File: config.mk
export PLATFORM = sky130hd
export DESIGN_NAME = mdfs_ctrl
export DESIGN_NICKNAME = d
export VERILOG_FILES = /design/src/hdl/mdfs_pkg.sv /design/src/hdl/mdfs_ctrl.sv
export SDC_FILE = /design/constraint.sdc
export NUM_CORES = 1
export LEC_CHECK = 0
export BUFFER_PORTS_ARGS = -buffer_cell sky130_fd_sc_hd__clkbuf_2
export CAP_MARGIN = 20
export CORE_AREA = 5 5 42 44
export DETAILED_ROUTE_END_ITERATION = 8
export DIE_AREA = 0 0 47 49
export PLACE_DENSITY = 0.45
export SKIP_CTS_REPAIR_TIMING = 1
export SYNTH_ARGS = -nofsm -noshare
export SYNTH_HDL_FRONTEND = slang
export SYNTH_SLANG_ARGS = --single-unit
File: constraint.sdc
create_clock -name clk -period 1.2 [get_ports clk]
set_clock_uncertainty 0.15 [all_clocks]
set_input_delay 0.24 -clock clk [delete_from_list [all_inputs] [get_ports clk]]
set_output_delay 0.24 -clock clk [all_outputs]
set_load 0.02 [all_outputs]
File: src/hdl/mdfs_pkg.sv
// ----------------------------------------------------------------------------
// mdfs_pkg
// Shared types, constants and helper functions for the maze carving core.
// ----------------------------------------------------------------------------
package mdfs_pkg;

  localparam int MAX_ROWS_DEF = 32;
  localparam int MAX_COLS_DEF = 32;

  localparam int COORD_W = 5;
  localparam int RAND_W  = 16;
  localparam int CFG_W   = 6;
  localparam int PADDR_W = 3;
  localparam int PDATA_W = 32;
  localparam int EPOCH_W = 4;

  localparam logic [CFG_W-1:0] ROWS_RESET = 6'd32;
  localparam logic [CFG_W-1:0] COLS_RESET = 6'd32;

  localparam logic REG_ROWS = 1'b0;
  localparam logic REG_COLS = 1'b1;

  localparam logic CMD_START = 1'b0;
  localparam logic CMD_STEP  = 1'b1;

  localparam logic [1:0] DIR_UP    = 2'd0;
  localparam logic [1:0] DIR_LEFT  = 2'd1;
  localparam logic [1:0] DIR_RIGHT = 2'd2;
  localparam logic [1:0] DIR_DOWN  = 2'd3;

  localparam int MOD3_SHIFT = 17;
  localparam int PROD_W     = RAND_W + MOD3_SHIFT;
  localparam logic [MOD3_SHIFT-1:0] MOD3_RECIP = 17'd43691;

  typedef struct packed {
    logic               cmd;
    logic [COORD_W-1:0] start_row;
    logic [RAND_W-1:0]  rand_value;
  } item_t;

  typedef struct packed {
    logic [COORD_W-1:0] cell_row;
    logic [COORD_W-1:0] cell_col;
    logic               advanced;
    logic [1:0]         direction;
    logic               done_res;
  } result_t;

  typedef struct packed {
    logic       load;
    logic [1:0] rd_dir;
    logic       cap;
    logic       sweep;
    logic       init;
    logic       step;
  } ctrl_t;

  typedef struct packed {
    logic epoch_full;
    logic sweep_last;
  } stat_t;

  function automatic logic [1:0] mod3(input logic [RAND_W-1:0] x);
    logic [PROD_W-1:0] prod;
    logic [RAND_W-1:0] q;
    logic [RAND_W-1:0] r;
    prod = PROD_W'(x) * PROD_W'(MOD3_RECIP);
    q = prod[MOD3_SHIFT +: RAND_W];
    r = x - q - RAND_W'({q, 1'b0});
    return r[1:0];
  endfunction

  function automatic logic [1:0] pick_dir(input logic [3:0] cand, input logic [1:0] idx);
    logic [1:0] seen;
    logic [1:0] dir;
    seen = '0;
    dir  = DIR_UP;
    for (int d = 0; d < 4; d++) begin
      if (cand[d]) begin
        if (seen == idx) dir = 2'(d);
        seen = seen + 2'd1;
      end
    end
    return dir;
  endfunction

endpackage

File: src/hdl/mdfs_ctrl.sv
// ----------------------------------------------------------------------------
// mdfs_ctrl
// Sequencer: neighbor reads, evaluate, visited-store sweep and start setup.
// ----------------------------------------------------------------------------
module mdfs_ctrl (
  input  logic            clk,
  input  logic            rst,
  input  logic            start,
  input  logic            start_cmd,
  input  mdfs_pkg::stat_t stat,
  output logic            busy,
  output mdfs_pkg::ctrl_t ctrl
);

  localparam logic [2:0] S_IDLE  = 3'd0;
  localparam logic [2:0] S_RD1   = 3'd1;
  localparam logic [2:0] S_RD2   = 3'd2;
  localparam logic [2:0] S_RD3   = 3'd3;
  localparam logic [2:0] S_EVAL  = 3'd4;
  localparam logic [2:0] S_SWEEP = 3'd5;
  localparam logic [2:0] S_INIT  = 3'd6;

  logic [2:0] state;
  logic [2:0] state_next;

  always_ff @(posedge clk) begin
    if (rst) begin
      state <= S_IDLE;
    end else begin
      state <= state_next;
    end
  end

  always_comb begin
    state_next  = state;
    ctrl        = '0;
    ctrl.rd_dir = mdfs_pkg::DIR_UP;
    unique case (state)
      S_IDLE: begin
        if (start) begin
          ctrl.load = 1'b1;
          if (start_cmd == mdfs_pkg::CMD_STEP) state_next = S_RD1;
          else if (stat.epoch_full) state_next = S_SWEEP;
          else state_next = S_INIT;
        end
      end
      S_RD1: begin
        ctrl.rd_dir = mdfs_pkg::DIR_LEFT;
        ctrl.cap    = 1'b1;
        state_next  = S_RD2;
      end
      S_RD2: begin
        ctrl.rd_dir = mdfs_pkg::DIR_RIGHT;
        ctrl.cap    = 1'b1;
        state_next  = S_RD3;
      end
      S_RD3: begin
        ctrl.rd_dir = mdfs_pkg::DIR_DOWN;
        ctrl.cap    = 1'b1;
        state_next  = S_EVAL;
      end
      S_EVAL: begin
        ctrl.step  = 1'b1;
        state_next = S_IDLE;
      end
      S_SWEEP: begin
        ctrl.sweep = 1'b1;
        if (stat.sweep_last) state_next = S_INIT;
      end
      S_INIT: begin
        ctrl.init  = 1'b1;
        state_next = S_IDLE;
      end
      default: begin
        state_next = S_IDLE;
      end
    endcase
  end

  assign busy = (state != S_IDLE);

endmodule

==> summary.txt <==
Status
  • Status: finished, violations left
  • Violated checks: negative setup slack

Timing
  • Worst-margin pin slew: 244 ps
  • Post-route setup slack: -192 ps
  • Slew Limit Fails: 0
  • Fmax: 718 MHz
  • Period utilization: 1.16
  • Max_slew headroom: 0.837
  • Worst-case hold slack: 60.0 ps
  • Unrepaired setup endpoints after global routing: true
  • Final Hold Vio Count: 0
  • Number of setup violations in the final report: 10
  • Minimum clock period: 1390 ps

Die
  • Core area: 1400 sq um
  • Io pins: 14
  • Full die area: 2300 sq um
  • DIE WIDTH: 47 um
  • Rows: 14
  • Die H: 49 um
  • Initial core utilization: 0.192

Critical path
  • Max Fanout on Critical Path: 8
  • Arr. time, crit path: 1000 ps
  • Worst Setup Start Kind: flip-flop
  • Max stage delay cell, worst path: dfxtp_4
  • Critical Path End Type: output pin
  • Crit path kind: reg -> out
  • CP Cell Sequence: nor2_4, and3_4, buf_6
  • WP data required: 810 ps
  • Critical Path Max Stage Delay: 360 ps

Synth
  • Cell variety after synth: 19
  • Post-synth net total: 39
  • Seq/Total Area, Yosys: 0.223
  • Yosys reg bits: 3
  • Synthesized area: 269 sq um
  • Synth Instances: 33
  • Syn Area/Cell: 8.15 sq um
  • Ys Warns: 0

GRT
  • First-pass GRT wire length: 1230 um
  • Met2 Track Usage GR: 0.0950
  • Global route hottest layer: met2
  • Grt total ovfl: 0
  • Met3 Use GR: 0.0590
  • Vias in the first global route: 295
  • Antenna violations before repair: 0
  • Total GRT Usage: 0.0745
  • M1 GR Usage: 0.0919
  • Pin count of the biggest net entering global routing: 11

Drt
  • DR vias/cell: 4.31
  • Total Wirelength: 751 um
  • DR WL/cell: 10.7 um
  • Post-DRT Antenna Nets: 0
  • DRT Pass-1 Iters: 3
  • Number of remaining DRC errors: 0
  • DRT iter0 DRCs: 6
  • Vias post-DR: 302

Finish
  • Post-layout util: 0.353
  • Largest registers: state (3)
  • Fillcell total: 152
  • Antenna diodes: 0
  • Share of cells above drive strength 1: 0.685
  • Nets: 61
  • Reg area: 71.3 sq um
  • Layout Cells excl Fill: 70
  • Multi-input logic area: 205 sq um
  • Top reg by flops: state
  • Area grow syn2layout: 83.7%
  • Largest register FFs: 3

Power
  • Register share of total power: 0.237
  • Combinational power share: 0.452
  • Worst vdd ir: 0.000668 V
  • Int Pwr: 0.000378 W
  • Leak: 0.223 nW
  • Clock share of power: 0.310
  • Net Sw Frac: 0.344
  • Pwr/cell area: 1170 nW/um^2
  • Sw power: 0.000198 W

CTS
  • CTS tree: done
  • Total CTS buffers: 3
  • Root buffer cell: clkbuf_4
  • TritonCTS Sinks: 3
  • Bufs on Longest Clock Path: 2
  • Clock transition at path regs: 40 ps
  • CTS HTree Levels: 1
  • Clk Latency, worst-skew pair: 240 ps

Placement
  • Placed cell count: 65
  • Detail Placement HPWL: 522 um
  • # port buffers: 13
  • Routability cong.: 0.700

Flow run
  • # Max-Cap Violations: 0

Hold path
  • HP Class: in -> reg
-- layout make-up --
class / count / share of cell area
multi-input cells: 26 / 0.415
repair buffers: 20 / 0.339
flip-flops and latches: 3 / 0.144
clock buffers: 4 / 0.0532
well taps: 16 / 0.0405
inverters: 1 / 0.00759
-- placed cells by master, fill, tap and decap left out, drive strengths merged --
| cell type | netlist | layout |
|---|---|---|
| and3 | 1 | 1 |
| and2b | 2 | 2 |
| nand2 | 2 | 2 |
| o21a | 1 | 1 |
| nand2b | 1 | 1 |
| buf | 3 | 15 |
| clkbuf | 0 | 9 |
| nor2 | 4 | 4 |
| o21ai | 3 | 3 |
| inv | 1 | 1 |
| o21bai | 1 | 1 |
| a211oi | 2 | 2 |
| a21oi | 2 | 2 |
| nor2b | 3 | 3 |
| nor3 | 2 | 2 |
| and3b | 1 | 1 |
| dfxtp | 3 | 3 |
| nor4b | 1 | 1 |
-- cells by family after synthesis --
| kind of cell | count (synthesis) | synth area share |
|---|---|---|
| compound gates | 9 | 0.205 |
| buf+inv | 4 | 0.126 |
| simple gates | 17 | 0.447 |
| flops | 3 | 0.223 |
-- cell usage after synthesis --
cell type  instances  area (sq um)
buf_6              2          22.5
nor2b_1            3          18.8
and3_1             1          6.26
nor2_1             4          15.0
nor3_2             1          10.0
and2b_2            2          17.5
a211oi_1           2          15.0
nor4b_4            1          23.8
o21a_1             1          7.51
o21ai_0            3          15.0
buf_4              1          7.51
nor3_1             1          5.00
dfxtp_1            3          60.1
and3b_2            1          10.0
o21bai_1           1          7.51
nand2_1            2          7.51
inv_1              1          3.75
a21oi_1            2          10.0
nand2b_1           1          6.26
-- power by group through the flow --
stage	sequential [W]	clock (W)	combinational (W)
final	0.000137	0.000179	0.000261
after global routing	0.000140	0.000203	0.000281
after CTS	0.000135	0.000186	0.000204
after global placement	0.000137	0	0.000204
after detailed placement	0.000137	0	0.000202
after floorplan	0.000117	0	0.000157
-- worst max-delay path: cells and delay by family, from the launching register on --
family        cells  cell delay (ps)
simple gates      2              300
buf+inv           1              110
flops             1              360
-- layer usage --
layer	part of all wire	up-vias
li1	-	155
met1	0.42	137
met2	0.48	10
met3	0.10	0
met4	0	0
met5	0	-
-- path summary, 6_finish.rpt --
kind | start | cells past startpoint | end | slack [ps]
setup / recovery | state[0]$_SDFFE_PP0P_ | 3 | ctrl[6] | -190
hold / removal | rst | 2 | state[1]$_SDFFE_PP0P_ | 60
setup reg to reg | state[1]$_SDFFE_PP0P_ | 5 | state[1]$_SDFFE_PP0P_ | -30
hold reg to reg | state[0]$_SDFFE_PP0P_ | 3 | state[0]$_SDFFE_PP0P_ | 480
-- stage by stage --
| step | instance area [sq um] | total power [W] | setup WS (ps) | TNS [ps] |
|---|---|---|---|---|
| 3_5_place_dp | 382 | 0.000339 | -142 | -630 |
| 2_1_floorplan | 282 | 0.000274 | -17.2 | -17.2 |
| 3_3_place_gp | 382 | 0.000340 | -118 | -605 |
| 4_1_cts | 408 | 0.000525 | -397 | -2690 |
| 5_1_grt | 494 | 0.000624 | -238 | -1830 |
| 6_report | 494 | 0.000576 | -192 | -1360 |
No activity file was read; power rests on OpenSTA's default activity.
